<file path="config.mk">
export PLATFORM = sky130hd
export DESIGN_NAME = pia_port_interface
export DESIGN_NICKNAME = d
export VERILOG_FILES = /design/src/hdl/pia_pkg.sv /design/src/hdl/pia_in_stage.sv /design/src/hdl/pia_core.sv /design/src/hdl/pia_out_stage.sv /design/src/hdl/pia_port_interface.sv
export VERILOG_INCLUDE_DIRS = /design/src /design/src/hdl
export SDC_FILE = /design/constraint.sdc
export NUM_CORES = 1
export LEC_CHECK = 0
export BUFFER_PORTS_ARGS = -buffer_cell sky130_fd_sc_hd__buf_2
export CAP_MARGIN = 20
export CORE_MARGIN = 4
export CORE_UTILIZATION = 34
export DETAILED_ROUTE_END_ITERATION = 8
export RECOVER_POWER = 100
export SYNTH_ARGS = -nofsm -noshare
export SYNTH_HDL_FRONTEND = slang
export SYNTH_SLANG_ARGS = --single-unit
</file>
<file path="constraint.sdc">
create_clock -name clk -period 2.05 [get_ports clk]
set_input_delay 0.205 -clock clk [delete_from_list [all_inputs] [get_ports clk]]
set_output_delay 0.205 -clock clk [all_outputs]
set_load 0.02 [all_outputs]
</file>
<file path="src/hdl/pia_port_interface_assert.svh">
// Assertion macros for the parallel interface adapter.
// Used by pia_port_interface.sv; compiled out when SYNTHESIS is defined.
`ifndef PIA_PORT_INTERFACE_ASSERT_SVH
`define PIA_PORT_INTERFACE_ASSERT_SVH
`ifndef SYNTHESIS
// Check a property on every rising edge outside reset.
`define PIA_ASSERT(lbl, clk, rst, prop) \
  lbl: assert property (@(posedge clk) disable iff (rst) (prop)) \
    else $error("pia_port_interface: assertion failed");
// Check a property on every rising edge, reset included.
`define PIA_ASSERT_ALWAYS(lbl, clk, prop) \
  lbl: assert property (@(posedge clk) (prop)) \
    else $error("pia_port_interface: assertion failed");
`else
`define PIA_ASSERT(lbl, clk, rst, prop)
`define PIA_ASSERT_ALWAYS(lbl, clk, prop)
`endif
`endif

</file>
<file path="src/hdl/pia_pkg.sv">
// Types and constants shared by the parallel interface adapter modules.
// No dependencies.
`default_nettype none
package pia_pkg;

  // Item kinds
  localparam logic [2:0] OP_READ      = 3'd0;
  localparam logic [2:0] OP_WRITE     = 3'd1;
  localparam logic [2:0] OP_VSYNC     = 3'd2;
  localparam logic [2:0] OP_LIGHT_PEN = 3'd3;
  localparam logic [2:0] OP_VSYNC_ACK = 3'd4;

  // Register select
  localparam logic [1:0] REG_PORT_A = 2'd0;
  localparam logic [1:0] REG_CTRL_A = 2'd1;
  localparam logic [1:0] REG_PORT_B = 2'd2;
  localparam logic [1:0] REG_CTRL_B = 2'd3;

  // Control register bits
  localparam int CTL_EN1      = 0;
  localparam int CTL_DATA_SEL = 2;
  localparam int CTL_EN2      = 3;

  // Flag bits
  localparam int FLAG_A1 = 0;
  localparam int FLAG_A2 = 1;
  localparam int FLAG_B1 = 2;
  localparam int FLAG_B2 = 3;

  localparam int CTL_W    = 6;
  localparam int IN_DATA_W  = 16;
  localparam int IN_USER_W  = 5;
  localparam int OUT_DATA_W = 24;

  typedef struct packed {
    logic [2:0] opcode;
    logic [1:0] reg_index;
    logic [7:0] write_data;
    logic       key_bit;
    logic       cassette_playing;
    logic       cassette_level;
    logic       cassette_recording;
  } item_t;

  typedef struct packed {
    logic [7:0] read_data;
    logic       irq_line;
    logic       firq_line;
    logic [6:0] scan_code;
    logic       buzzer_strobe;
    logic       buzzer_bit;
    logic       tape_strobe;
    logic       tape_bit;
  } result_t;

endpackage
`default_nettype wire

</file>
<file path="src/hdl/pia_in_stage.sv">
// Input register of the parallel interface adapter: unpacks and holds one transfer.
// Depends on pia_pkg.
`default_nettype none
module pia_in_stage (
  input  wire logic                            clk,
  input  wire logic                            rst,
  input  wire logic                            s_valid,
  output logic                                 s_ready,
  input  wire logic [pia_pkg::IN_DATA_W-1:0]   s_data,
  input  wire logic [pia_pkg::IN_USER_W-1:0]   s_user,
  input  wire logic                            advance,
  output logic                                 item_valid,
  output pia_pkg::item_t                       item
);

  // Take a new transfer when empty or when the held item moves on
  assign s_ready = !item_valid || advance;

  always_ff @(posedge clk) begin
    if (rst) begin
      item_valid <= 1'b0;
    end else if (s_ready) begin
      item_valid <= s_valid;
    end
  end

  // Unpack payload
  always_ff @(posedge clk) begin
    if (s_ready && s_valid) begin
      item.opcode             <= s_user[2:0];
      item.reg_index          <= s_user[4:3];
      item.write_data         <= s_data[7:0];
      item.key_bit            <= s_data[8];
      item.cassette_playing   <= s_data[9];
      item.cassette_level     <= s_data[10];
      item.cassette_recording <= s_data[11];
    end
  end

endmodule
`default_nettype wire

</file>
<file path="src/hdl/pia_core.sv">
// Register file and access logic of the parallel interface adapter.
// Depends on pia_pkg.
`default_nettype none
module pia_core (
  input  wire logic            clk,
  input  wire logic            rst,
  input  wire logic            advance,
  input  wire pia_pkg::item_t  item,
  output pia_pkg::result_t     result
);

  logic [pia_pkg::CTL_W-1:0] control_a, control_a_next;
  logic [pia_pkg::CTL_W-1:0] control_b, control_b_next;
  logic [7:0] direction_a, direction_a_next;
  logic [7:0] direction_b, direction_b_next;
  logic [7:0] latch_a, latch_a_next;
  logic [6:0] latch_b, latch_b_next;
  logic       pin_a_high, pin_a_high_next;
  logic [3:0] flags, flags_next;

  // Decode the access and work out the next state
  always_comb begin
    control_a_next   = control_a;
    control_b_next   = control_b;
    direction_a_next = direction_a;
    direction_b_next = direction_b;
    latch_a_next     = latch_a;
    latch_b_next     = latch_b;
    pin_a_high_next  = pin_a_high;
    flags_next       = flags;
    result           = '0;

    unique case (item.opcode)
      pia_pkg::OP_READ: begin
        unique case (item.reg_index)
          pia_pkg::REG_PORT_A: begin
            if (control_a[pia_pkg::CTL_DATA_SEL]) begin
              if (item.cassette_playing) begin
                pin_a_high_next = item.cassette_level;
              end
              result.read_data = (latch_a & direction_a) |
                                 ({pin_a_high_next, 7'b0} & ~direction_a);
              flags_next[pia_pkg::FLAG_A1] = 1'b0;
              flags_next[pia_pkg::FLAG_A2] = 1'b0;
            end else begin
              result.read_data = direction_a;
            end
          end
          pia_pkg::REG_CTRL_A: begin
            result.read_data = {flags[pia_pkg::FLAG_A1], flags[pia_pkg::FLAG_A2], control_a};
          end
          pia_pkg::REG_PORT_B: begin
            if (control_b[pia_pkg::CTL_DATA_SEL]) begin
              result.read_data = {item.key_bit, latch_b};
              flags_next[pia_pkg::FLAG_B1] = 1'b0;
              flags_next[pia_pkg::FLAG_B2] = 1'b0;
            end else begin
              result.read_data = direction_b;
            end
          end
          pia_pkg::REG_CTRL_B: begin
            result.read_data = {flags[pia_pkg::FLAG_B1], flags[pia_pkg::FLAG_B2], control_b};
          end
          default: ;
        endcase
      end
      pia_pkg::OP_WRITE: begin
        unique case (item.reg_index)
          pia_pkg::REG_PORT_A: begin
            if (control_a[pia_pkg::CTL_DATA_SEL]) begin
              latch_a_next = item.write_data;
              if (item.cassette_recording) begin
                result.tape_strobe = 1'b1;
                result.tape_bit    = item.write_data[0];
              end
            end else begin
              direction_a_next = item.write_data;
            end
          end
          pia_pkg::REG_CTRL_A: begin
            control_a_next = item.write_data[pia_pkg::CTL_W-1:0];
          end
          pia_pkg::REG_PORT_B: begin
            if (control_b[pia_pkg::CTL_DATA_SEL]) begin
              latch_b_next         = item.write_data[6:0];
              result.buzzer_strobe = 1'b1;
              result.buzzer_bit    = item.write_data[0];
            end else begin
              direction_b_next = item.write_data;
            end
          end
          pia_pkg::REG_CTRL_B: begin
            control_b_next = item.write_data[pia_pkg::CTL_W-1:0];
          end
          default: ;
        endcase
      end
      pia_pkg::OP_VSYNC:     flags_next[pia_pkg::FLAG_B1] = 1'b1;
      pia_pkg::OP_LIGHT_PEN: flags_next[pia_pkg::FLAG_A1] = 1'b1;
      pia_pkg::OP_VSYNC_ACK: flags_next[pia_pkg::FLAG_B1] = 1'b0;
      default: ;
    endcase

    // Interrupt lines follow the state after the access
    result.irq_line  = (flags_next[pia_pkg::FLAG_A1] & control_a_next[pia_pkg::CTL_EN1]) |
                       (flags_next[pia_pkg::FLAG_A2] & control_a_next[pia_pkg::CTL_EN2]);
    result.firq_line = (flags_next[pia_pkg::FLAG_B1] & control_b_next[pia_pkg::CTL_EN1]) |
                       (flags_next[pia_pkg::FLAG_B2] & control_b_next[pia_pkg::CTL_EN2]);
    result.scan_code = latch_b_next;
  end

  // Commit state when the item moves to the result register
  always_ff @(posedge clk) begin
    if (rst) begin
      control_a   <= '0;
      control_b   <= '0;
      direction_a <= '0;
      direction_b <= '0;
      latch_a     <= '0;
      latch_b     <= '0;
      pin_a_high  <= 1'b0;
      flags       <= '0;
    end else if (advance) begin
      control_a   <= control_a_next;
      control_b   <= control_b_next;
      direction_a <= direction_a_next;
      direction_b <= direction_b_next;
      latch_a     <= latch_a_next;
      latch_b     <= latch_b_next;
      pin_a_high  <= pin_a_high_next;
      flags       <= flags_next;
    end
  end

endmodule
`default_nettype wire

</file>
<file path="src/hdl/pia_out_stage.sv">
// Result register of the parallel interface adapter: holds and packs one result.
// Depends on pia_pkg.
`default_nettype none
module pia_out_stage (
  input  wire logic                            clk,
  input  wire logic                            rst,
  input  wire logic                            advance,
  input  wire pia_pkg::result_t                result,
  output logic                                 m_valid,
  input  wire logic                            m_ready,
  output logic [pia_pkg::OUT_DATA_W-1:0]       m_data
);

  // Load on advance, drop after the transfer
  always_ff @(posedge clk) begin
    if (rst) begin
      m_valid <= 1'b0;
    end else if (advance) begin
      m_valid <= 1'b1;
    end else if (m_ready) begin
      m_valid <= 1'b0;
    end
  end

  // Pack the result fields, lowest first
  always_ff @(posedge clk) begin
    if (advance) begin
      m_data <= {3'b0, result.tape_bit, result.tape_strobe, result.buzzer_bit,
                 result.buzzer_strobe, result.scan_code, result.firq_line,
                 result.irq_line, result.read_data};
    end
  end

endmodule
`default_nettype wire

</file>
<file path="src/hdl/pia_port_interface.sv">
// Top level of the two-port parallel interface adapter.
// Depends on pia_pkg, pia_in_stage, pia_core, pia_out_stage and the assertion header.
//
//   channel   dir   handshake                       payload
//   s_axis    in    s_axis_tvalid / s_axis_tready   tdata 16 bits, tuser 5 bits
//   m_axis    out   m_axis_tvalid / m_axis_tready   tdata 24 bits
//
// One access or event per cycle while m_axis is not stalled. Each result passes
// through the input register and the result register before it is valid on m_axis.
// The register update and the result are formed combinationally between the input
// register and the result register.
// Reset clears the core's registers and flags and both valid bits.
// A stalled m_axis holds the result, then the input register fills and s_axis_tready
// drops until the result transfer frees them.
`default_nettype none
`include "pia_port_interface_assert.svh"
module pia_port_interface (
  input  wire logic                            clk,
  input  wire logic                            rst,
  input  wire logic                            s_axis_tvalid,
  output logic                                 s_axis_tready,
  // [7:0] write_data, [8] key_bit, [9] cassette_playing, [10] cassette_level,
  // [11] cassette_recording, [15:12] zero
  input  wire logic [pia_pkg::IN_DATA_W-1:0]   s_axis_tdata,
  // [2:0] opcode, [4:3] reg_index
  input  wire logic [pia_pkg::IN_USER_W-1:0]   s_axis_tuser,
  output logic                                 m_axis_tvalid,
  input  wire logic                            m_axis_tready,
  // [7:0] read_data, [8] irq_line, [9] firq_line, [16:10] scan_code,
  // [17] buzzer_strobe, [18] buzzer_bit, [19] tape_strobe, [20] tape_bit, [23:21] zero
  output logic [pia_pkg::OUT_DATA_W-1:0]       m_axis_tdata
);

  logic             item_valid;
  logic             advance;
  pia_pkg::item_t   item;
  pia_pkg::result_t result;

  // Move the held item on when the result register is free or draining
  assign advance = item_valid && (!m_axis_tvalid || m_axis_tready);

  pia_in_stage u_in (
    .clk        (clk),
    .rst        (rst),
    .s_valid    (s_axis_tvalid),
    .s_ready    (s_axis_tready),
    .s_data     (s_axis_tdata),
    .s_user     (s_axis_tuser),
    .advance    (advance),
    .item_valid (item_valid),
    .item       (item)
  );

  pia_core u_core (
    .clk     (clk),
    .rst     (rst),
    .advance (advance),
    .item    (item),
    .result  (result)
  );

  pia_out_stage u_out (
    .clk     (clk),
    .rst     (rst),
    .advance (advance),
    .result  (result),
    .m_valid (m_axis_tvalid),
    .m_ready (m_axis_tready),
    .m_data  (m_axis_tdata)
  );

  // Checks
  `PIA_ASSERT(a_advance_fills_out, clk, rst, advance |=> m_axis_tvalid)
  `PIA_ASSERT(a_no_overwrite, clk, rst, (s_axis_tready && item_valid) |-> advance)
  `PIA_ASSERT_ALWAYS(a_reset_empties, clk, rst |=> (!m_axis_tvalid && !item_valid))
  `PIA_ASSERT(a_buzzer_bit, clk, rst, advance |-> (result.buzzer_strobe || !result.buzzer_bit))
  `PIA_ASSERT(a_tape_bit, clk, rst, advance |-> (result.tape_strobe || !result.tape_bit))

endmodule
`default_nettype wire
</file>
==> reports/qor_table.md, run 1 <==
| Stage | Quantity | This run |
| --- | --- | --- |
| finish | Antenna Cells | 0 |
| floorplan | Num rows | 38 |
| logic synthesis | Cell types with the highest counts after synthesis | dfxtp_1 (50), nor2_1 (44), mux2i_1 (40) |
| setup path | Worst setup startpoint | u_in.item[16]$_DFFE_PP_ |
| setup path | Start of the worst register-to-register path | u_in.item[16]$_DFFE_PP_ |
| hold path | Hold path start | s_axis_tdata[0] |
| global routing | Antenna violations before repair | 0 |
| sta | Final Hold Violating Endpoints | 0 |
| setup path | Arrival time reported for the critical path endpoint | 1960 ps |
| logic synthesis | Largest family of logic cells by synthesized area | multiplexers |
| power | Leakage component of the power | 1.677 nW |
| floorplan | Area of the core | 0.01084 mm^2 |
| setup path | Setup Crit Path Kind | flip-flop to flip-flop |
| logic synthesis | Yosys synthesis warning count | 0 |
| finish | Final net count | 404 |
| logic synthesis | Synth Flop Type | dfxtp_1 |
| detailed routing | Detailed-route wire length | 7524 um |
| global routing | Overall track demand over capacity in global routing | 12.25% |
| detailed routing | Number of optimization iterations in the first detailed-route pass | 4 |
| detailed routing | DRT antenna net count | 0 |
| logic synthesis | Number of distinct standard cells referenced by the synthesized netlist | 43 |
| detailed routing | Routed len/inst | 14.36 um |
| cts | Buffer type at the clock tree root | clkbuf_8 |
| setup path | Worst path required time | 2170 ps |
| floorplan | DIE HEIGHT | 113.5 um |
| logic synthesis | Leading cell types by total area after synthesis | edfxtp_1 (30%), dfxtp_1 (26%), mux2i_1 (11%), nor2_1 (4.4%), a21oi_1 (2.6%) |
| cts | H-tree depth | 3 |
| logic synthesis | Fraction of the mapped netlist area in adder cells | 0% |
| job | Maxcap violations | 0 |
| sta | Final period utilization | 89.82% |
| setup path | Critical Path Sink Type | flip-flop |
| logic synthesis | Mapped Avg Cell Area | 11.29 um^2 |
| placement | Final weighted congestion in routability-driven placement | 0.7983 |
| setup path | Worst Reg2Reg Path Length in Cells | 5 |
| finish | Combined area of the multi-input logic cells | 0.001414 mm^2 |
| placement | Dpl cell area | 0.004125 mm^2 |
| logic synthesis | Proportion of netlist area held by the largest area contributor | 30.18% |
| outcome | Result of the run | finished, final reports clean |
| hold path | Worst hold endpoint | u_in.item[4]$_DFFE_PP_ |
| finish | Layout cells sized above 1 | 15.89% |
| setup path | Max FO, Critical Path | 10 |
| logic synthesis | Area fraction in and, or, nand and nor cells after synthesis | 14.56% |
| placement | Final HPWL DP | 5253 um |
| cts | Worst-path clk slew | 90 ps |
| hold path | Min-delay worst type | input port to flip-flop |
| detailed routing | Vias | 2530 |
| detailed routing | Avg Vias per Cell | 4.828 |
| detailed routing | Remaining routing DRC violations | 0 |
| detailed routing | Iter 0 DRT Violations | 108 |
| power | P per Cell Area | 783.0 mW/mm^2 |
| cts | Buffers from clock root to sink, at most | 2 |
| logic synthesis | Share of flip-flops with an asynchronous set or reset after synthesis | 0% |
| cts | Clock latency of the later-clocked register in the worst-skew pair | 370 ps |
| cts | TritonCTS clock tree | done |
| finish | Area of all sequential standard cells | 0.002142 mm^2 |
| setup path | Type of origin of the critical path | flip-flop |
| floorplan | IO Count | 51 |
| logic synthesis | Multiplexer share of the synthesized area | 16.25% |
| logic synthesis | Count of flip-flops with a built-in enable after synthesis | 38 |
| logic synthesis | Post-Synthesis Cell Area | 0.003781 mm^2 |
| global routing | Pin count of the biggest net entering global routing | 51 |
| sta | Setup ws final | 208.7 ps |
| placement | Number of I/O port buffers | 43 |
| placement | Post-placement setup slack | 252.7 ps |
| power | Peak VDD IR | 0.2578 mV |
| setup path | Worst setup slack for register-to-register paths | 210 ps |
| logic synthesis | Seq/Total Area, Yosys | 56.65% |
| cts | Number of buffers created by CTS | 9 |
| sta | Sum of negative setup slack | 0 ps |
| logic synthesis | Area fraction in compound gates after synthesis | 6.717% |
| finish | Filler cell count | 1074 |
| floorplan | Total die area | 0.01287 mm^2 |
| sta | Slew Limit Fails | 0 |
| sta | Least-Margin Pin Slew | 731.1 ps |
| hold path | Worst hold path cell count | 1 |
| global routing | First-pass GRT wire length | 12190 um |
| floorplan | Effective utilization at floorplan | 34.88% |
| logic synthesis | Number of instances in the synthesized netlist | 335 |
| sta | Number of failing setup endpoints in the final timing report | 0 |
| floorplan | Die X | 113.5 um |
| cts | CTS sink cnt | 88 |
| logic synthesis | Biggest area consumer among synthesized cells | edfxtp_1 |
| cts | Post-CTS Setup Bufs | 0 |
| sta | Post-layout min period | 1841 ps |
| finish | Synthesis-to-finish area growth | 14.20% |
| global routing | Sum of overflow across all layers after global routing | 0 |
| logic synthesis | Most instantiated library cell after synthesis | dfxtp_1 |
| global routing | Via count of the first global-routing pass | 2420 |
| sta | Slew Limit Headroom | 51.26% |
| setup path | Crit Reg-Reg Endpoint | u_out.m_data[9]$_DFFE_PN_ |
| logic synthesis | Flip-flop and latch count after synthesis | 88 |
| logic synthesis | Xor/xnor share of the synthesized area | 0% |
| finish | Final design area excluding fillers | 0.004318 mm^2 |
| sta | Setup repair after global routing missed its margin | no |
| sta | Setup Skew | 12.32 ps |
| sta | Peak clock frequency supported by timing | 543.1 MHz |
## worst max-delay path, stage by stage, from the launching register on
cell	delay, ps
edfxtp_1	470
nor3b_2	230
clkbuf_2	280
and2_0	270
mux2i_1	240
o22ai_1	120
## layer usage
| metal | routed length (um) | vias to the layer above | share of wire, % | global-route usage (%) |
|---|---|---|---|---|
| li1 | - | 1264 | - | - |
| met1 | 3485 | 1194 | 46 | 16.24 |
| met2 | 3375 | 60 | 45 | 18.80 |
| met3 | 496 | 12 | 6.6 | 3.130 |
| met4 | 167 | 0 | 2.2 | 5.769 |
| met5 | 0 | - | 0 | 0 |
## stage by stage
stage          std cells  hold slack, ps  total power, W  utilization [%]
5_1_grt              524           1.402        0.003532            39.83
3_3_place_gp         505           383.0        0.002124            38.05
6_report             524           15.25        0.003381            39.83
4_1_cts              522           3.839        0.003433            40.18
2_1_floorplan        337           303.9        0.002056                -
3_5_place_dp         505           383.1        0.002128            38.05
## report_power, final
| part | total [W] | switching, W | leakage, nW | internal [W] |
|---|---|---|---|---|
| combinational | 0.000172 | 0.000108 | 0.795 | 0.0000637 |
| clock | 0.00130 | 0.000614 | 0.103 | 0.000685 |
| sequential | 0.00191 | 0.0000424 | 0.779 | 0.00187 |
## logic make-up (layout without fill, tap and decap cells)
family                 after synthesis  after routing
multiplexers                        53             53
flip-flops                          88             88
buffers and inverters               41             88
other                                1              3
AO/OA/AOI/OAI                       43             43
AND/OR/NAND/NOR                    109            109
## how the worst max path moves through the flow
stage                                            end  depth (start not counted)
global placement      u_core.latch_a[4]$_SDFFE_PP0P_                          4
floorplan                 u_out.m_data[10]$_DFFE_PN_                          7
CTS                   u_core.latch_a[2]$_SDFFE_PP0P_                          4
detailed placement    u_core.latch_a[2]$_SDFFE_PP0P_                          4
global route        u_core.control_b[2]$_SDFFE_PP0P_                          6
finish                     u_out.m_data[9]$_DFFE_PN_                          5
## flip-flops by register name, summed over array words and instances, names as in the netlist
signal              count
u_core.direction_b      8
u_core.control_a        6
u_out.m_valid           1
u_core.pin_a_high       1
u_core.flags            4
u_core.control_b        6
u_core.latch_a          8
u_in.item_valid         1
u_in.item              17
u_core.latch_b          7
u_out.m_data           21
u_core.direction_a      8
## layout make-up
type,instances,share of cell area (%)
tap,140,4.057
multi-input combinational,208,32.74
clock buffer,9,2.869
timing repair buffer,56,7.099
clock inverter,7,2.231
inverter,16,1.391
sequential,88,49.61
## what timing repair did
| item | 4_1_cts | 5_1_grt |
|---|---|---|
| resized for setup | 0 | 0 |
| hold buffers | 1 | 2 |
| endpoints found under the hold margin | 1 | 2 |
## cell usage in the layout (no fill, tap or decap), types with 14 or more instances in the layout
cell | synthesis | layout
buf_2 | 5 | 20
edfxtp_1 | 38 | 38
inv_1 | 16 | 16
mux2i_1 | 40 | 40
nor2_1 | 44 | 44
a21oi_1 | 20 | 20
clkbuf_1 | 10 | 25
nand2_1 | 23 | 23
nand3_1 | 14 | 14
dfxtp_1 | 50 | 50
(Power assumes the default switching activity.)
==> run 2, diff against run 1 <==
--- a/config.mk
+++ b/config.mk
@@ -6,11 +6,14 @@
 export SDC_FILE = /design/constraint.sdc
 export NUM_CORES = 1
 export LEC_CHECK = 0
-export BUFFER_PORTS_ARGS = -buffer_cell sky130_fd_sc_hd__buf_2
+export BUFFER_PORTS_ARGS = -buffer_cell sky130_fd_sc_hd__clkbuf_2
 export CAP_MARGIN = 20
+export CELL_PAD_IN_SITES_DETAIL_PLACEMENT = 1
+export CELL_PAD_IN_SITES_GLOBAL_PLACEMENT = 2
 export CORE_MARGIN = 4
 export CORE_UTILIZATION = 34
 export DETAILED_ROUTE_END_ITERATION = 8
+export PLACE_DENSITY_LB_ADDON = 0.1
 export RECOVER_POWER = 100
 export SYNTH_ARGS = -nofsm -noshare
 export SYNTH_HDL_FRONTEND = slang
==> run 2 against run 1 <==
- sequential share of layout area down 0.34 points
- critical path type unchanged
- critical endpoint unchanged
- global-route usage grew 2.4 points
- clock power barely moved
- count of clock-buffer cells in the layout increased by 4
==> reports/qor_table.md, run 2 (synthesis gave the netlist of run 1 again) <==
| Stage | Quantity | This run | vs previous |
| --- | --- | --- | --- |
| finish | Filler cell count | 1191 | +11% |
| sta | Sum of negative setup slack | 0 ps | unchanged |
| detailed routing | Iter 0 DRT Violations | 114 | +5.6% |
| sta | Setup Skew | 17.04 ps | +4.723 ps |
| sta | Final Hold Slack | 19.75 ps | +4.498 ps |
| cts | Worst-path clk slew | 90 ps | about the same |
| global routing | Antenna violations before repair | 0 | unchanged |
| finish | Synthesis-to-finish area growth | 14.99% |  |
| finish | Most common cell after layout, fill and taps aside | dfxtp_1 |  |
| power | P per Cell Area | 787.9 mW/mm^2 | +0.62% |
| cts | Post-CTS resize count | 0 | unchanged |
| global routing | Overall track demand over capacity in global routing | 14.67% | +2.4 points |
| setup path | Arrival time reported for the critical path endpoint | 1930 ps | -30 ps |
| detailed routing | Avg Vias per Cell | 4.870 | +0.86% |
| finish | Most frequent cells in the layout | dfxtp_1 (50), nor2_1 (44), mux2i_1 (40) |  |
| global routing | Via count of the first global-routing pass | 2614 | +8.0% |
| finish | Post-route non-filler standard cell count | 530 | +1.1% |
| detailed routing | Remaining routing DRC violations | 0 | unchanged |
| cts | H-tree depth | 3 | unchanged |
| floorplan | Num rows | 38 | unchanged |
| hold path | Min-delay worst type | input port to flip-flop |  |
| power | Clock network power share | 39.0% | +0.6 points |
| cts | TritonCTS clock tree | done |  |
| power | Net Sw Power | 0.0007786 W | +1.8% |
| cts | Clock latency of the later-clocked register in the worst-skew pair | 360 ps | about the same |
| floorplan | DIE HEIGHT | 113.5 um | unchanged |
| setup path | Worst setup slack for register-to-register paths | 210 ps | about the same |
| finish | Largest registers | u_out.m_data: 21 flops, u_in.item: 17 flops |  |
| detailed routing | Vias | 2581 | +2.0% |
| cts | CTS sink cnt | 88 | unchanged |
| setup path | Max FO, Critical Path | 8 | -2 |
| global routing | Sum of overflow across all layers after global routing | 0 | unchanged |
| finish | Post-Route Utilization | 40.11% | +0.28 points |
| power | Internal power contribution | 0.002647 W | +1.2% |
| placement | Number of cells in the design after placement | 510 | +0.99% |
| setup path | Worst path required time | 2130 ps | -40 ps |
| finish | Area of all sequential standard cells | 0.002142 mm^2 | unchanged |
| finish | Max reg flops | 21 | unchanged |
| sta | Number of failing setup endpoints in the final timing report | 0 | unchanged |
| placement | Final weighted congestion in routability-driven placement | 0.7252 | -9.2% |
| sta | Slew Limit Headroom | 45.67% | -5.6 points |
| setup path | Setup Crit Path Kind | flip-flop to flip-flop |  |
| outcome | Result of the run | finished, final reports clean |  |
| sta | Least-Margin Pin Slew | 815.0 ps | +83.86 ps |
| cts | Buffers from clock root to sink, at most | 2 | unchanged |
| cts | Buffer type at the clock tree root | clkbuf_8 |  |
| finish | Final net count | 410 | +1.5% |
| setup path | Delay of the slowest cell on the worst path | 480 ps | about the same |
| floorplan | Effective utilization at floorplan | 34.88% | unchanged |
| power | Combinational share of power | 5.2% | about the same |
| placement | Number of I/O port buffers | 43 | unchanged |
| detailed routing | Number of optimization iterations in the first detailed-route pass | 4 | unchanged |
| cts | Post-CTS Setup Bufs | 0 | unchanged |
| finish | Combined area of the multi-input logic cells | 0.001410 mm^2 | -0.27% |
| sta | Final Hold Violating Endpoints | 0 | unchanged |
| floorplan | IO Count | 51 | unchanged |
| floorplan | Total die area | 0.01287 mm^2 | unchanged |
| detailed routing | DRT antenna net count | 0 | unchanged |
| global routing | Pin count of the biggest net entering global routing | 35 | -31% |
| placement | Final HPWL DP | 6352 um | +21% |
| finish | Antenna Cells | 0 | unchanged |
| detailed routing | Routed len/inst | 16.81 um | +17% |
| sta | Peak clock frequency supported by timing | 543.3 MHz | about the same |
| global routing | First-pass GRT wire length | 14640 um | +20% |
| sta | Post-layout min period | 1840 ps | -0.7740 ps |
| floorplan | Area of the core | 0.01084 mm^2 | unchanged |
| setup path | Critical path cell sequence | nor3b_2 > buf_4 > and2_0 > mux2i_1 > o22ai_1 |  |
| floorplan | Die X | 113.5 um | unchanged |
| setup path | Type of origin of the critical path | flip-flop |  |
| setup path | Critical Path Sink Type | flip-flop |  |
| power | Leakage component of the power | 1.704 nW | +1.6% |
| detailed routing | Detailed-route wire length | 8909 um | +18% |
| setup path | Slowest stage cell on the critical path | edfxtp_1 |  |
| power | Peak VDD IR | 0.2818 mV | +9.3% |
| sta | Final period utilization | 89.78% | about the same |
| cts | Number of buffers created by CTS | 9 | unchanged |
| finish | Layout cells sized above 1 | 15.90% | about the same |
| finish | Register ranked first by flip-flop count | u_out.m_data |  |
| power | Total design power | 0.003426 W | +1.3% |
| sta | Slew Limit Fails | 0 | unchanged |
| job | Maxcap violations | 0 | unchanged |
| power | Switching Share | 22.73% | +0.11 points |
| power | Relative contribution of sequential cells to total power | 55.8% | -0.7 points |
| sta | Setup repair after global routing missed its margin | no |  |
[run 2: layout make-up]
cell class	count	share of cell area (%)
sequential	88	49.27
multi-input combinational	208	32.43
timing repair buffer	62	7.655
clock buffer	13	4.173
tap	140	4.029
inverter	16	1.381
clock inverter	3	1.065
[run 2: what timing repair did]
item / in CTS / in global routing
hold buffers: 0 / 4
endpoints found under the hold margin: 0 / 4
setup endpoints to repair: 0 / 0
[run 2: power groups by stage]
| stage | clock (W) | combinational [W] | sequential, W |
|---|---|---|---|
| 4_1_cts | 0.00138 | 0.000183 | 0.00191 |
| 3_3_place_gp | 0 | 0.000181 | 0.00195 |
| 6_report | 0.00133 | 0.000179 | 0.00191 |
| 3_5_place_dp | 0 | 0.000183 | 0.00195 |
| 5_1_grt | 0.00147 | 0.000198 | 0.00192 |
| 2_1_floorplan | 0 | 0.000110 | 0.00195 |
[run 2: final timing paths]
kind	startpoint	to	cells after the start
max	u_in.item[15]$_DFFE_PP_	u_out.m_data[9]$_DFFE_PN_	5
min	s_axis_tdata[7]	u_in.item[11]$_DFFE_PP_	1
max reg2reg	u_in.item[15]$_DFFE_PP_	u_out.m_data[9]$_DFFE_PN_	5
min reg2reg	u_core.control_b[1]$_SDFFE_PP0P_	u_core.control_b[1]$_SDFFE_PP0P_	2
[run 2: stage by stage]
step / worst slack (ps) / instance area (um^2)
final: 209.5 / 4348
after global routing: 61.82 / 4348
after CTS: 229.5 / 4378
after detailed placement: 246.8 / 4150
after global placement: 275.2 / 4150
after floorplan: 346.9 / 3789
[run 2: worst max-delay path: cells and delay by family (launching register included)]
| family | cells | cell delay, ps |
|---|---|---|
| AO/OA/AOI/OAI | 1 | 130 |
| buffers and inverters | 1 | 200 |
| flip-flops | 1 | 480 |
| multiplexers | 1 | 280 |
| AND/OR/NAND/NOR | 2 | 490 |
[run 2: layer usage]
metal	track usage [%]	up-vias	share of wire (%)	wire (um)
met1	21.19	1261	52	4642
met2	22.35	39	43	3875
met3	3.395	6	3.5	310
met4	3.606	0	0.92	82
met5	0	-	0	0
li1	-	1275	-	-
